--- src/rtl/core/ptrl_pkg.sv ---
// types, constants and helper functions shared by the price table core
// no dependencies; every other file in rtl/core imports this package
`default_nettype none

package ptrl_pkg;

   localparam int SLOTS            = 96;
   localparam int SLOTS_PER_HOUR   = 4;
   localparam int HOURS_PER_DAY    = 24;
   localparam int MINUTES_PER_SLOT = 15;

   localparam int PRICE_W   = 24;
   localparam int RANK_W    = 7;
   localparam int SPLIT_W   = 7;
   localparam int HOUR_W    = 6;
   localparam int MINUTE_W  = 6;
   localparam int OP_W      = 3;
   localparam int CSR_IDX_W = 3;

   localparam int ADDR_W     = $clog2(SLOTS);
   localparam int CNT_W      = $clog2(SLOTS + 1);
   localparam int BIT_W      = $clog2(PRICE_W);
   localparam int WRAP_HOURS = (1 << HOUR_W) - HOURS_PER_DAY;
   localparam int AVG_SPAN   = WRAP_HOURS * SLOTS_PER_HOUR;
   localparam int IDX_W      = $clog2(((SLOTS > AVG_SPAN) ? SLOTS : AVG_SPAN) + 1);
   localparam int MAX_Q      = ((1 << MINUTE_W) - 1) / MINUTES_PER_SLOT;
   localparam int Q_W        = $clog2(MAX_Q + 1);
   localparam int AVG_SHIFT  = $clog2(SLOTS_PER_HOUR);
   localparam int SUM_W      = PRICE_W + AVG_SHIFT;

   localparam logic signed [PRICE_W-1:0] PRICE_MAX   = {1'b0, {(PRICE_W-1){1'b1}}};
   localparam logic signed [PRICE_W-1:0] PRICE_MIN   = {1'b1, {(PRICE_W-1){1'b0}}};
   localparam logic signed [PRICE_W-1:0] PRICE_RESET = PRICE_W'(13107);

   localparam logic [RANK_W-1:0]         SELECT_RANK_RST    = RANK_W'(24);
   localparam logic signed [PRICE_W-1:0] LIMIT_MARGIN_RST   = PRICE_W'(328);
   localparam logic signed [PRICE_W-1:0] DEFAULT_PRICE_RST  = PRICE_W'(13107);
   localparam logic signed [PRICE_W-1:0] FALLBACK_LOW_RST   = PRICE_W'(3932);
   localparam logic signed [PRICE_W-1:0] FALLBACK_HIGH_RST  = PRICE_W'(7864);
   localparam logic [SPLIT_W-1:0]        FALLBACK_SPLIT_RST = SPLIT_W'(24);
   localparam logic signed [PRICE_W-1:0] FALLBACK_LIMIT_RST = PRICE_W'(6554);
   localparam logic signed [PRICE_W-1:0] ERROR_PRICE_RST    = PRICE_W'(64881);

   typedef enum logic [OP_W-1:0] {
      OP_CLEAR,
      OP_WRITE,
      OP_LIMIT,
      OP_AVERAGE,
      OP_READ,
      OP_FALLBACK,
      OP_SET_LIMIT,
      OP_NOP
   } ptrl_op_type;

   typedef enum logic [CSR_IDX_W-1:0] {
      CSR_SELECT_RANK,
      CSR_LIMIT_MARGIN,
      CSR_DEFAULT_PRICE,
      CSR_FALLBACK_LOW,
      CSR_FALLBACK_HIGH,
      CSR_FALLBACK_SPLIT,
      CSR_FALLBACK_LIMIT,
      CSR_ERROR_PRICE
   } ptrl_csr_type;

   typedef enum logic [2:0] {
      ST_IDLE,
      ST_EXEC,
      ST_SWEEP,
      ST_SCAN,
      ST_DRAIN,
      ST_DECIDE,
      ST_FINISH,
      ST_RESP
   } ptrl_state_type;

   typedef struct packed {
      logic [RANK_W-1:0]         select_rank;
      logic signed [PRICE_W-1:0] limit_margin;
      logic signed [PRICE_W-1:0] default_price;
      logic signed [PRICE_W-1:0] fallback_low;
      logic signed [PRICE_W-1:0] fallback_high;
      logic [SPLIT_W-1:0]        fallback_split;
      logic signed [PRICE_W-1:0] fallback_limit;
      logic signed [PRICE_W-1:0] error_price;
   } ptrl_cfg_type;

   typedef struct packed {
      logic                      we;
      logic [ADDR_W-1:0]         waddr;
      logic signed [PRICE_W-1:0] wdata;
      logic                      re;
      logic [ADDR_W-1:0]         raddr;
   } ptrl_mem_req_type;

   typedef struct packed {
      logic             valid;
      logic [IDX_W-1:0] idx;
   } ptrl_slot_type;

   function automatic ptrl_slot_type slot_of(input logic [HOUR_W-1:0]   hour,
                                             input logic [MINUTE_W-1:0] minute);
      ptrl_slot_type    s;
      logic [Q_W-1:0]   q;
      logic [IDX_W-1:0] idx;
      q = '0;
      for (int k = 1; k <= MAX_Q; k++) begin
         if (minute >= MINUTE_W'(k * MINUTES_PER_SLOT)) q = q + Q_W'(1);
      end
      idx     = IDX_W'(hour) * IDX_W'(SLOTS_PER_HOUR) + IDX_W'(q);
      s.valid = (hour < HOUR_W'(HOURS_PER_DAY)) && (idx < IDX_W'(SLOTS));
      s.idx   = idx;
      return s;
   endfunction

   // maps signed order onto unsigned order and back
   function automatic logic [PRICE_W-1:0] flip_sign(input logic [PRICE_W-1:0] p);
      return {~p[PRICE_W-1], p[PRICE_W-2:0]};
   endfunction

   function automatic logic signed [PRICE_W-1:0] sat_add(input logic signed [PRICE_W-1:0] a,
                                                         input logic signed [PRICE_W-1:0] b);
      logic [PRICE_W:0] s;
      s = {a[PRICE_W-1], a} + {b[PRICE_W-1], b};
      if (s[PRICE_W] != s[PRICE_W-1]) return s[PRICE_W] ? PRICE_MIN : PRICE_MAX;
      return s[PRICE_W-1:0];
   endfunction

endpackage

`default_nettype wire

--- src/rtl/core/ptrl_store.sv ---
// price table storage: synchronous ram with one write port and one read port, registered read data
// per-slot valid bits make never-written slots read as the reset price; uses ptrl_pkg
`default_nettype none

module ptrl_store import ptrl_pkg::*; (
   input  logic                      clock,
   input  logic                      reset,
   input  ptrl_mem_req_type          mem_req,
   output logic signed [PRICE_W-1:0] rdata
);

   logic signed [PRICE_W-1:0] mem [SLOTS];
   logic [SLOTS-1:0]          vld_ff;
   logic signed [PRICE_W-1:0] rdata_ff;
   logic                      rvld_ff;

   always_ff @(posedge clock) begin
      if (mem_req.we) begin
         mem[mem_req.waddr] <= mem_req.wdata;
      end
      if (mem_req.re) begin
         rdata_ff <= mem[mem_req.raddr];
         rvld_ff  <= vld_ff[mem_req.raddr];
      end
   end

   always_ff @(posedge clock) begin
      if (reset) begin
         vld_ff <= '0;
      end else if (mem_req.we) begin
         vld_ff[mem_req.waddr] <= 1'b1;
      end
   end

   assign rdata = rvld_ff ? rdata_ff : PRICE_RESET;

endmodule

`default_nettype wire

--- src/rtl/core/ptrl_ctrl.sv ---
// request sequencer: table sweeps, slot access, hour average and radix rank select
// drives the ptrl_store port and holds the limit; uses ptrl_pkg
`default_nettype none

module ptrl_ctrl import ptrl_pkg::*; (
   input  logic                      clock,
   input  logic                      reset,
   input  logic                      start,
   output logic                      busy,
   input  logic [OP_W-1:0]           req_opcode,
   input  logic [HOUR_W-1:0]         req_hour,
   input  logic [MINUTE_W-1:0]       req_minute,
   input  logic signed [PRICE_W-1:0] req_price,
   input  ptrl_cfg_type              cfg,
   output ptrl_mem_req_type          mem_req,
   input  logic signed [PRICE_W-1:0] mem_rdata,
   output logic                      rsp_valid,
   output logic signed [PRICE_W-1:0] rsp_value,
   output logic signed [PRICE_W-1:0] rsp_limit
);

   ptrl_state_type            state_ff, state_in;
   ptrl_op_type               op_ff, op_in;
   logic [HOUR_W-1:0]         hour_ff, hour_in;
   logic [MINUTE_W-1:0]       minute_ff, minute_in;
   logic signed [PRICE_W-1:0] price_ff, price_in;
   logic [IDX_W-1:0]          addr_ff, addr_in;
   logic [CNT_W-1:0]          left_ff, left_in;
   logic                      pend_ff, pend_in;
   logic                      inrng_ff, inrng_in;
   logic signed [SUM_W-1:0]   sum_ff, sum_in;
   logic [CNT_W-1:0]          cnt_ff, cnt_in;
   logic [CNT_W-1:0]          krem_ff, krem_in;
   logic [PRICE_W-1:0]        prefix_ff, prefix_in;
   logic [BIT_W-1:0]          bit_ff, bit_in;
   logic signed [PRICE_W-1:0] value_ff, value_in;
   logic signed [PRICE_W-1:0] limit_ff, limit_in;

   ptrl_slot_type             slot;
   logic [HOUR_W-1:0]         avg_hour;
   logic [IDX_W-1:0]          avg_base;
   logic                      rank_ok;
   logic                      addr_ok;
   logic [PRICE_W-1:0]        rd_key;
   logic [PRICE_W-1:0]        hi_mask;
   logic                      match;
   logic                      take_zero;
   logic signed [PRICE_W-1:0] sat_limit;
   logic signed [PRICE_W-1:0] sweep_data;
   logic signed [PRICE_W-1:0] avg_value;

   assign slot     = slot_of(hour_ff, minute_ff);
   assign avg_hour = (hour_ff >= HOUR_W'(HOURS_PER_DAY)) ?
                     hour_ff - HOUR_W'(HOURS_PER_DAY) : hour_ff;
   assign avg_base = IDX_W'(avg_hour) * IDX_W'(SLOTS_PER_HOUR);
   assign rank_ok  = 32'(cfg.select_rank) < 32'(SLOTS);
   assign addr_ok  = addr_ff < IDX_W'(SLOTS);

   // radix select: count entries sharing the decided high bits with a zero at bit_ff
   assign rd_key    = flip_sign(mem_rdata);
   assign hi_mask   = ~((PRICE_W'(2) << bit_ff) - PRICE_W'(1));
   assign match     = (((rd_key ^ prefix_ff) & hi_mask) == '0) && !rd_key[bit_ff];
   assign take_zero = krem_ff < cnt_ff;
   assign sat_limit = sat_add(flip_sign(prefix_ff), cfg.limit_margin);

   assign sweep_data = (op_ff == OP_CLEAR) ? cfg.default_price :
                       (32'(addr_ff) < 32'(cfg.fallback_split)) ? cfg.fallback_low :
                       cfg.fallback_high;
   assign avg_value  = PRICE_W'(sum_ff >>> AVG_SHIFT);

   // next state
   always_comb begin
      state_in = state_ff;
      case (state_ff)
         ST_IDLE: begin
            if (start) state_in = ST_EXEC;
         end
         ST_EXEC: begin
            case (op_ff)
               OP_CLEAR, OP_FALLBACK: state_in = ST_SWEEP;
               OP_LIMIT:              state_in = rank_ok ? ST_SCAN : ST_RESP;
               OP_AVERAGE:            state_in = ST_SCAN;
               OP_READ:               state_in = slot.valid ? ST_SCAN : ST_RESP;
               default:               state_in = ST_RESP;
            endcase
         end
         ST_SWEEP: begin
            if (addr_ff == IDX_W'(SLOTS - 1)) state_in = ST_RESP;
         end
         ST_SCAN: begin
            if (left_ff == CNT_W'(1)) state_in = ST_DRAIN;
         end
         ST_DRAIN: begin
            state_in = ST_DECIDE;
         end
         ST_DECIDE: begin
            if (op_ff == OP_LIMIT) begin
               state_in = (bit_ff == '0) ? ST_FINISH : ST_SCAN;
            end else begin
               state_in = ST_RESP;
            end
         end
         ST_FINISH: state_in = ST_RESP;
         ST_RESP:   state_in = ST_IDLE;
         default:   state_in = ST_IDLE;
      endcase
   end

   // outputs and memory port
   always_comb begin
      busy      = (state_ff != ST_IDLE);
      rsp_valid = (state_ff == ST_RESP);
      mem_req   = '0;
      case (state_ff)
         ST_EXEC: begin
            if (op_ff == OP_WRITE && slot.valid) begin
               mem_req.we    = 1'b1;
               mem_req.waddr = slot.idx[ADDR_W-1:0];
               mem_req.wdata = price_ff;
            end
         end
         ST_SWEEP: begin
            mem_req.we    = 1'b1;
            mem_req.waddr = addr_ff[ADDR_W-1:0];
            mem_req.wdata = sweep_data;
         end
         ST_SCAN: begin
            mem_req.re    = addr_ok;
            mem_req.raddr = addr_ff[ADDR_W-1:0];
         end
         default: ;
      endcase
   end

   // datapath next values
   always_comb begin
      op_in     = op_ff;
      hour_in   = hour_ff;
      minute_in = minute_ff;
      price_in  = price_ff;
      addr_in   = addr_ff;
      left_in   = left_ff;
      sum_in    = sum_ff;
      cnt_in    = cnt_ff;
      krem_in   = krem_ff;
      prefix_in = prefix_ff;
      bit_in    = bit_ff;
      value_in  = value_ff;
      limit_in  = limit_ff;
      pend_in   = (state_ff == ST_SCAN);
      inrng_in  = addr_ok;

      if (start && state_ff == ST_IDLE) begin
         op_in     = ptrl_op_type'(req_opcode);
         hour_in   = req_hour;
         minute_in = req_minute;
         price_in  = req_price;
      end

      // read data lands in the cycle after the scan issues it
      if (pend_ff) begin
         if (op_ff == OP_LIMIT) begin
            if (match) cnt_in = cnt_ff + CNT_W'(1);
         end else if (inrng_ff) begin
            sum_in = sum_ff + SUM_W'(mem_rdata);
         end
      end

      case (state_ff)
         ST_EXEC: begin
            value_in  = '0;
            sum_in    = '0;
            cnt_in    = '0;
            addr_in   = '0;
            left_in   = CNT_W'(SLOTS);
            prefix_in = '0;
            bit_in    = BIT_W'(PRICE_W - 1);
            krem_in   = CNT_W'(cfg.select_rank);
            case (op_ff)
               OP_AVERAGE: begin
                  addr_in = avg_base;
                  left_in = CNT_W'(SLOTS_PER_HOUR);
               end
               OP_READ: begin
                  addr_in = slot.idx;
                  left_in = CNT_W'(1);
                  if (!slot.valid) value_in = cfg.error_price;
               end
               OP_LIMIT: begin
                  if (!rank_ok) value_in = limit_ff;
               end
               OP_FALLBACK:  limit_in = cfg.fallback_limit;
               OP_SET_LIMIT: limit_in = price_ff;
               default: ;
            endcase
         end
         ST_SWEEP: begin
            addr_in = addr_ff + IDX_W'(1);
         end
         ST_SCAN: begin
            addr_in = addr_ff + IDX_W'(1);
            left_in = left_ff - CNT_W'(1);
         end
         ST_DECIDE: begin
            if (op_ff == OP_LIMIT) begin
               if (!take_zero) begin
                  prefix_in[bit_ff] = 1'b1;
                  krem_in           = krem_ff - cnt_ff;
               end
               bit_in  = bit_ff - BIT_W'(1);
               cnt_in  = '0;
               addr_in = '0;
               left_in = CNT_W'(SLOTS);
            end else if (op_ff == OP_AVERAGE) begin
               value_in = avg_value;
            end else begin
               value_in = PRICE_W'(sum_ff);
            end
         end
         ST_FINISH: begin
            value_in = sat_limit;
            limit_in = sat_limit;
         end
         default: ;
      endcase
   end

   always_ff @(posedge clock) begin
      if (reset) begin
         state_ff <= ST_IDLE;
         pend_ff  <= 1'b0;
         limit_ff <= '0;
      end else begin
         state_ff <= state_in;
         pend_ff  <= pend_in;
         limit_ff <= limit_in;
      end
   end

   always_ff @(posedge clock) begin
      op_ff     <= op_in;
      hour_ff   <= hour_in;
      minute_ff <= minute_in;
      price_ff  <= price_in;
      addr_ff   <= addr_in;
      left_ff   <= left_in;
      inrng_ff  <= inrng_in;
      sum_ff    <= sum_in;
      cnt_ff    <= cnt_in;
      krem_ff   <= krem_in;
      prefix_ff <= prefix_in;
      bit_ff    <= bit_in;
      value_ff  <= value_in;
   end

   assign rsp_value = value_ff;
   assign rsp_limit = limit_ff;

endmodule

`default_nettype wire

--- src/rtl/core/price_table_rank_limit_core.sv ---
// write, set limit, no-op, out-of-range read and out-of-range rank respond without a table
// pass; slot read scans one slot, hour average SLOTS_PER_HOUR slots, clear and fallback
// write all SLOTS slots; rank limit makes one pass over the table per price bit through
// the single table read port. one request at a time: busy stays high through the
// one-cycle rsp_valid strobe and the next request is taken the cycle after. synchronous
// reset restores registers and table to power-on prices and clears the limit, no clearing pass
`default_nettype none

module price_table_rank_limit_core import ptrl_pkg::*; (
   input  logic                        clock,
   input  logic                        reset,
   input  logic                        start,
   output logic                        busy,
   input  logic [OP_W-1:0]             req_opcode,
   input  logic [HOUR_W-1:0]           req_hour,
   input  logic [MINUTE_W-1:0]         req_minute,
   input  logic signed [PRICE_W-1:0]   req_price,
   output logic                        rsp_valid,
   output logic signed [PRICE_W-1:0]   rsp_value,
   output logic signed [PRICE_W-1:0]   rsp_limit,
   input  logic                        csr_valid,
   output logic                        csr_ready,
   input  logic [CSR_IDX_W-1:0]        csr_index,
   input  logic [PRICE_W-1:0]          csr_data
);

   ptrl_cfg_type              cfg_ff;
   ptrl_mem_req_type          mem_req;
   logic signed [PRICE_W-1:0] mem_rdata;

   assign csr_ready = 1'b1;

   always_ff @(posedge clock) begin
      if (reset) begin
         cfg_ff.select_rank    <= SELECT_RANK_RST;
         cfg_ff.limit_margin   <= LIMIT_MARGIN_RST;
         cfg_ff.default_price  <= DEFAULT_PRICE_RST;
         cfg_ff.fallback_low   <= FALLBACK_LOW_RST;
         cfg_ff.fallback_high  <= FALLBACK_HIGH_RST;
         cfg_ff.fallback_split <= FALLBACK_SPLIT_RST;
         cfg_ff.fallback_limit <= FALLBACK_LIMIT_RST;
         cfg_ff.error_price    <= ERROR_PRICE_RST;
      end else if (csr_valid && csr_ready) begin
         case (ptrl_csr_type'(csr_index))
            CSR_SELECT_RANK:    cfg_ff.select_rank    <= csr_data[RANK_W-1:0];
            CSR_LIMIT_MARGIN:   cfg_ff.limit_margin   <= csr_data;
            CSR_DEFAULT_PRICE:  cfg_ff.default_price  <= csr_data;
            CSR_FALLBACK_LOW:   cfg_ff.fallback_low   <= csr_data;
            CSR_FALLBACK_HIGH:  cfg_ff.fallback_high  <= csr_data;
            CSR_FALLBACK_SPLIT: cfg_ff.fallback_split <= csr_data[SPLIT_W-1:0];
            CSR_FALLBACK_LIMIT: cfg_ff.fallback_limit <= csr_data;
            CSR_ERROR_PRICE:    cfg_ff.error_price    <= csr_data;
            default: ;
         endcase
      end
   end

   ptrl_ctrl u_ctrl (
      .clock      (clock),
      .reset      (reset),
      .start      (start),
      .busy       (busy),
      .req_opcode (req_opcode),
      .req_hour   (req_hour),
      .req_minute (req_minute),
      .req_price  (req_price),
      .cfg        (cfg_ff),
      .mem_req    (mem_req),
      .mem_rdata  (mem_rdata),
      .rsp_valid  (rsp_valid),
      .rsp_value  (rsp_value),
      .rsp_limit  (rsp_limit)
   );

   ptrl_store u_store (
      .clock   (clock),
      .reset   (reset),
      .mem_req (mem_req),
      .rdata   (mem_rdata)
   );

endmodule

`default_nettype wire

--- config.mk ---
export PLATFORM = sky130hd
export DESIGN_NAME = price_table_rank_limit_core
export DESIGN_NICKNAME = d
export VERILOG_FILES = /design/src/rtl/core/ptrl_pkg.sv /design/src/rtl/core/ptrl_store.sv /design/src/rtl/core/ptrl_ctrl.sv /design/src/rtl/core/price_table_rank_limit_core.sv
export SDC_FILE = /design/constraint.sdc
export NUM_CORES = 2
export LEC_CHECK = 0
export ABC_AREA = 1
export BUFFER_PORTS_ARGS = -buffer_cell sky130_fd_sc_hd__buf_2
export CAP_MARGIN = 20
export CORE_ASPECT_RATIO = 0.5
export CORE_MARGIN = 4
export CORE_UTILIZATION = 44
export CTS_CLUSTER_DIAMETER = 200
export DETAILED_ROUTE_END_ITERATION = 8
export SYNTH_ARGS = -nofsm -noshare
export SYNTH_HDL_FRONTEND = slang
export SYNTH_SLANG_ARGS = --single-unit
--- constraint.sdc ---
create_clock -name clock -period 8.37 [get_ports clock]
set_input_delay 1.2555 -clock clock [delete_from_list [all_inputs] [get_ports clock]]
set_output_delay 1.2555 -clock clock [all_outputs]
set_load 0.02 [all_outputs]
# Word-level counts from Yosys, hierarchy flattened
# Memories as Yosys holds them, arrays and structs flattened. A register that Yosys moved wholly into a read port is not among the register bits.
# Cells that the tools add are included.
# classes
addsub	13
n_lt_le_gt_ge	16
n_eq_ne	30
shift	1
mux	61
bitwise	8
reduce_logical	36
# ops
operator	n
$mux W24	12
$pmux W24 S2	4
$or A96 B96 Y96	1
$pmux W24 S3	1
$pmux W32 S2	1
$mux W7	7
$pmux W7 S2	3
$eq A3 B3 Y1 const B	11
$mux W32	1
$mux W3	10
$add A26 B24 Y26	1
$reduce_and A2 Y1	13
$add A24 B24 Y25	1
$and A24 B24 Y24	1
$logic_not A24 Y1	1
$not A24 Y24	1
$or A24 B24 Y24	1
$pmux W3 S8	1
$pmux W8 S3	1
$shl A2 B5 Y24 const A	1
$sub A24 B2 Y24 const B	1
$xor A24 B24 Y24	1
$pmux W7 S3	1
$eq A3 B2 Y1 const B	6
48 further kinds	83
# totals
reg_bits	431
ram_bits	2304
input_bits	70
output_inout_bits	51
memories	1
# memory_table
memory	words	width	rd	rd_ports_with_merged_regs	write_ports	line	source
u_store.mem	96	24	1	1	1	ptrl_store.sv:12	logic signed [PRICE_W-1:0] mem [SLOTS];

# Depth between registers and ports, before layout
# depth
ltp_word	19
depth_mapped	29
ltp_nobuf	28

# Cells and area by module
# Synthesis repeated with hierarchy kept, for this count alone.
# hier_totals
hier_cells	11173
area_unflattened_um2	117552.7
# modules_own_cells
module	instances	cells_per_inst	area_each_um2	seq_area_each_um2
ptrl_store	1	8318	97449.7	71858.9
ptrl_ctrl	1	2005	14010.9	4664.5
price_table_rank_limit_core	1	850	6092.1	3163.0

# Worst setup path after synthesis
# No wires, ideal clock.
# synth_timing
path_kind	register to register
from	register u_ctrl.addr_ff[1]
to	memory u_store.mem[0][0] (data pin)
setup_time_ps	949
arrival_ps	5624
path_slack_ps	1797
stages_incl_launch_ff	13
n_path_buf	2
period_less_slack_ps	6573
cell_sequence	edfxtp_1 > ha_1 > a21boi_1 > o211ai_1 > nand2_1 > a21o_1 > a21oi_1 > o21ai_1 > buf_2 > buf_2 > o21ai_0 > nor2_1 > o21ai_0
# synth_lines
item	line	source
from (decl)	ptrl_ctrl.sv:27	logic [IDX_W-1:0] addr_ff, addr_in;
from (signal assigned)	ptrl_ctrl.sv:245	addr_ff <= addr_in;
to (decl)	ptrl_store.sv:12	

# Final worst setup path
# layout_timing
from	register u_ctrl.minute_ff[2]
to	memory u_store.mem[26][7], enable pin
# layout_between
elab_chain_cells	16
elab_cells_between_ends	19
classes_between	add/sub (4); order compare (5); mux (8); reduce/logical (2)
# layout_lines
item	line	source
from (decl)	ptrl_ctrl.sv:25	logic [MINUTE_W-1:0] minute_ff, minute_in;
from (signal assigned)	ptrl_ctrl.sv:243	minute_ff <= minute_in;
$ge A6 B4 Y1	ptrl_pkg.sv:108	if (minute >= MINUTE_W'(k * MINUTES_PER_SLOT)) q = q + Q_W'(1);
$mux W1	ptrl_pkg.sv:108	
$add A1 B1 Y2	ptrl_pkg.sv:108	
$mux W3	ptrl_pkg.sv:108	
$add A3 B1 Y3	ptrl_pkg.sv:108	
$mux W3	ptrl_pkg.sv:108	
$add A3 B1 Y3	ptrl_pkg.sv:108	
$mux W3 *	ptrl_pkg.sv:108	
$add A8 B3 Y8 *	ptrl_pkg.sv:110	idx = IDX_W'(hour) * IDX_W'(SLOTS_PER_HOUR) + IDX_W'(q);
$lt A8 B7 Y1	ptrl_pkg.sv:111	s.valid = (hour < HOUR_W'(HOURS_PER_DAY)) && (idx < IDX_W'(SLOTS));
$logic_and A1 B1 Y1	ptrl_pkg.sv:111	
$logic_and A1 B1 Y1	ptrl_ctrl.sv:116	if (op_ff == OP_WRITE && slot.valid) begin
$mux W32 *	ptrl_ctrl.sv:116	
$pmux W32 S2 *	ptrl_ctrl.sv:114	case (state_ff)
$mux W1	ptrl_store.sv:18	if (mem_req.we) begin
$mux W1 (not written as such)	ptrl_store.sv:19	mem[mem_req.waddr] <= mem_req.wdata;
# Mark *: on every way between the ends. The rest lies on a longest branch, timed or not.

==> flow_summary_export.csv <==
group,metric,value,unit
routing,vias,81400,
min_path,hold_depth,2,
pwr,power_density,286,nW/µm²
min_path,holdCritStartpoint,"cfg_ff[95]",
clocking,clock_sinks,2759,
sta,unrepaired_setup_endpoints_after_global_routing,"no",
global_routing,initial_antenna_violation_count,17,
logic_synthesis,synth_sequential_area_ratio,0.690,
global_routing,grt_use_total,0.263,
clocking,cts.hold.buffers_added,0,
worst_setup_path,critical_path.n_buffers_inverters,9,
min_path,hold-path-endpoint,"cfg_ff[95]",
sta,report.final.slew_viol_count,0,
clocking,cts_root_buffer,"sky130_fd_sc_hd__clkbuf_16",
pwr,clock_network_fraction_of_total_power,0.326,
pwr,power.leakage,48.6,nW
finish,final_layout_size_suffix_gt1_frac,0.0777,
global_routing,grt_pass1_vias,74400,
pwr,netSwitchingPower,0.0118,W
place,dp.final_hpwl,223000,µm
floorplanning,floorplan.die.height,370,µm
place,setup_slack_at_placement,2110,ps
worst_setup_path,worstSetupPathDepth,26,
worst_setup_path,crit-reg2reg-launch,"u_ctrl.minute_ff[2]",
sta,worst_clock_skew,55.7,ps
routing,dr.first_iter.drc_count,11800,
clocking,cts_post_setup_buffers_inserted,0,
outcome,status,"completed",
floorplanning,std_cell_rows,132,
place,place_area,120000,µm²
floorplanning,ioPinCount,121,
sta,fin_crit_sh,0.762,
worst_setup_path,worstSetupEndpointType,"flop",
finish,fin_nets,10200,
logic_synthesis,postSynth.topFlopCell,"sky130_fd_sc_hd__edfxtp_1",
worst_setup_path,r2r.worst_path.cells,26,
routing,wire_length_after_detailed_routing,369000,µm
logic_synthesis,synthesis.area,115000,µm²
sta,post-route-worst-setup-slack,1990,ps
logic_synthesis,synthesis.instances,10200,
logic_synthesis,yosys-top-cells-area,"sky130_fd_sc_hd__edfxtp_1 (64%), sky130_fd_sc_hd__nand2_1 (6.3%), sky130_fd_sc_hd__nand3_1 (5.5%), sky130_fd_sc_hd__dfxtp_1 (5.5%), sky130_fd_sc_hd__o21ai_0 (2.4%)",
routing,detailedRoute.firstPassIterationCount,6,
routing,drc_errors,0,
sta,finalCriticalPeriod,6380,ps
sta,final_hold_viol_count,0,
worst_setup_path,timing.critical_path.fanout_max,26,
worst_setup_path,critPathMostFrequentCell,"sky130_fd_sc_hd__nand2_1",
finish,area.sequential,79700,µm²
worst_setup_path,crit_arrival,6820,ps
clocking,cts.clk_slew.worst_paths,60,ps
sta,final.setup.tns,0,ps
routing,avgViaCountPerCell,5.90,
global_routing,grt_start_max_net_pins,181,
sta,whs,448,ps
worst_setup_path,timing_worst_setup_path_type,"flop to flop",
global_routing,grt-ovfl-total,0,
clocking,cts_inserted_buffers,267,
logic_synthesis,yosysUniqueCellTypes,64,
pwr,power.switching_fraction,0.320,
finish,finalInstanceArea,129000,µm²
floorplanning,initial_core_util,0.444,
finish,synthToLayoutAreaGrowth,11.6,%
pwr,irDropWorstVdd,0.000279,V
logic_synthesis,synth-edff-count,2443,
finish,final_cell_mix,"sky130_fd_sc_hd__edfxtp_1 (2,443), sky130_fd_sc_hd__nand2_1 (1,949), sky130_fd_sc_hd__nand3_1 (1,266), sky130_fd_sc_hd__nor2_1 (696), sky130_fd_sc_hd__inv_1 (641)",
logic_synthesis,async_reset_ff_frac,0,
floorplanning,floorplan.die.width,733,µm
logic_synthesis,synth_top_cell_by_area,"sky130_fd_sc_hd__edfxtp_1",
sta,timing.final.setup_violations,0,
floorplanning,die_area,271000,µm²
clocking,cts-root-to-sink-buffers,4,
pwr,sequentialPowerShare,0.449,
place,portBuffers,119,
logic_synthesis,synth_fp_nets,10300,
logic_synthesis,netlist.area_leader.share,0.635,
sta,worst_pin_slew,1170,ps
finish,nFillCells,22900,
pwr,power_report.internal_total,0.0250,W
routing,post_drt_wl_per_cell,26.8,µm
global_routing,grt_first_pass_wirelength,528000,µm
place,place.gp.congestion,0.944,
worst_setup_path,cpPeakStageDelay,820,ps
logic_synthesis,yosysWarningCount,0,
worst_setup_path,data_required_time_of_the_critical_path,8810,ps
flow_run,cap_viol_max_count,0,
clocking,cts-htree-levels,5,
logic_synthesis,post_synth.cell_area_avg,11.4,µm²
worst_setup_path,rrSetupSlack,1990,ps
worst_setup_path,crit_family,"buffers and inverters",
finish,multiInputGateArea,30900,µm²
clocking,tritoncts,"done",
clocking,number_of_gates_given_a_new_drive_strength_after_cts,0,
worst_setup_path,worst_setup_path_start_kind,"flop",
finish,layout.cells.most_common,"sky130_fd_sc_hd__edfxtp_1",
min_path,type_of_the_most_critical_hold_path,"flop to flop",
routing,ant_nets,0,
sta,max_clock_freq,157,MHz
floorplanning,core_area,260000,µm²
sta,max_slew_margin,0.219,
clocking,worst_skew_pair.late_latency,850,ps
logic_synthesis,synth-seq-cells,2759,
worst_setup_path,r2r_end,"u_store.mem[26][7]",
pwr,share_comb_of_total_power,0.225,
worst_setup_path,library_cell_contributing_the_largest_single_delay_on_the_critical_path,"sky130_fd_sc_hd__inv_1",
-- worst max-delay path by stage --
stage / end / start
3_5_place_dp: u_store.mem[25][16] / u_ctrl.minute_ff[2]
6_report: u_store.mem[26][7] / u_ctrl.minute_ff[2]
2_1_floorplan: u_store.mem[0][0] / u_ctrl.addr_ff[1]
5_1_grt: u_store.mem[26][0] / u_ctrl.minute_ff[3]
3_3_place_gp: u_store.mem[25][11] / u_ctrl.minute_ff[3]
4_1_cts: u_store.mem[25][3] / u_ctrl.minute_ff[2]
-- logic make-up (layout without fill, tap and decap cells) --
group / after synthesis / count (layout) / share of synthesized area
simple gates: 4044 / 4044 / 0.148
flops: 2759 / 2759 / 0.690
compound gates: 1812 / 1812 / 0.0947
buf+inv: 1328 / 1460 / 0.0466
fa+ha+maj: 85 / 85 / 0.00940
xor+xnor: 73 / 73 / 0.00554
mux: 67 / 67 / 0.00581
other cells: 1 / 2 / 0.0000325
-- layout make-up --
class / instances / share of cell area
multi-input combinational: 6082 / 0.240
antenna: 1 / 0.0000194
timing repair buffer: 305 / 0.0228
clock inverter: 113 / 0.00717
tap: 3484 / 0.0338
sequential: 2759 / 0.618
inverter: 677 / 0.0200
clock buffer: 365 / 0.0587
-- power groups by stage --
stage	clock network (W)	logic [W]	registers, W
floorplan	0	0.00455	0.0169
detailed placement	0	0.00803	0.0168
global placement	0	0.00796	0.0168
finish	0.0120	0.00827	0.0165
global route	0.0127	0.00877	0.0166
CTS	0.0121	0.00806	0.0165
-- synthesized netlist by cell type, types with 9 or more instances --
cell                       number
sky130_fd_sc_hd__o22ai_1      420
sky130_fd_sc_hd__nand4_1       29
sky130_fd_sc_hd__nand3_1     1266
sky130_fd_sc_hd__inv_2         28
sky130_fd_sc_hd__mux2i_1       67
sky130_fd_sc_hd__buf_2        252
sky130_fd_sc_hd__a21oi_1      354
sky130_fd_sc_hd__xor2_1        56
sky130_fd_sc_hd__o21ai_0      545
sky130_fd_sc_hd__o31ai_1       12
sky130_fd_sc_hd__inv_1        644
sky130_fd_sc_hd__nor2_2         9
sky130_fd_sc_hd__a31oi_1       53
sky130_fd_sc_hd__o221ai_1      96
sky130_fd_sc_hd__edfxtp_1    2443
sky130_fd_sc_hd__nand2_1     1949
sky130_fd_sc_hd__nor3_1        44
sky130_fd_sc_hd__dfxtp_1      316
sky130_fd_sc_hd__clkbuf_1     320
sky130_fd_sc_hd__ha_1          82
sky130_fd_sc_hd__buf_1         57
sky130_fd_sc_hd__xnor2_1       17
sky130_fd_sc_hd__o21bai_1       9
sky130_fd_sc_hd__buf_4         21
sky130_fd_sc_hd__nor2_1       711
sky130_fd_sc_hd__o21ai_1       12
sky130_fd_sc_hd__o211ai_1     255
-- metrics by stage --
step	cells	power, W	util
final	13800	0.0368	0.496
after floorplan	10200	0.0215	-
after detailed placement	13300	0.0249	0.460
after global placement	13300	0.0248	0.460
after CTS	13800	0.0367	0.493
after global routing	13800	0.0381	0.496
-- routing by layer --
| layer | GRT usage | up-vias | wire [µm] |
|---|---|---|---|
| li1 | - | 36300 | - |
| met1 | 0.394 | 40200 | 159000 |
| met2 | 0.379 | 4341 | 156000 |
| met5 | 0 | - | 35 |
| met4 | 0.0764 | 6 | 11500 |
| met3 | 0.0637 | 540 | 42800 |
-- registers in the layout, indices dropped and copies added (netlist names) --
signal,cells
cfg_ff,158
u_ctrl.addr_ff,8
u_ctrl.bit_ff,5
u_ctrl.cnt_ff,7
u_ctrl.hour_ff,6
u_ctrl.inrng_ff,1
u_ctrl.krem_ff,7
u_ctrl.left_ff,7
u_ctrl.minute_ff,6
u_ctrl.op_ff,3
u_ctrl.pend_ff,1
u_ctrl.prefix_ff,24
u_ctrl.price_ff,24
u_ctrl.rsp_limit,24
u_ctrl.rsp_value,24
u_ctrl.state_ff,3
u_ctrl.sum_ff,26
u_store.mem,2304
u_store.rdata_ff,24
u_store.rvld_ff,1
u_store.vld_ff,96
-- worst register-to-register path: stages (launching register included) --
cell and delay (ps):
sky130_fd_sc_hd__edfxtp_1 360, sky130_fd_sc_hd__nand2_1 130, sky130_fd_sc_hd__inv_2 60, sky130_fd_sc_hd__a31oi_1 210, sky130_fd_sc_hd__inv_1 80, sky130_fd_sc_hd__ha_1 310, sky130_fd_sc_hd__inv_1 70, sky130_fd_sc_hd__xor2_1 200
sky130_fd_sc_hd__inv_1 70, sky130_fd_sc_hd__ha_1 190, sky130_fd_sc_hd__nand2_1 80, sky130_fd_sc_hd__xor2_1 100, sky130_fd_sc_hd__ha_1 190, sky130_fd_sc_hd__nand2_1 80, sky130_fd_sc_hd__nor2_1 60, sky130_fd_sc_hd__inv_2 60
sky130_fd_sc_hd__nand2_1 70, sky130_fd_sc_hd__a21oi_2 180, sky130_fd_sc_hd__nand4_2 250, sky130_fd_sc_hd__inv_2 620, sky130_fd_sc_hd__nand2_1 120, sky130_fd_sc_hd__o21ai_1 210, sky130_fd_sc_hd__inv_2 200, sky130_fd_sc_hd__nor3_4 690
sky130_fd_sc_hd__buf_4 420, sky130_fd_sc_hd__nand2_1 140, sky130_fd_sc_hd__inv_1 820
Power figures use the tool's default switching activity.
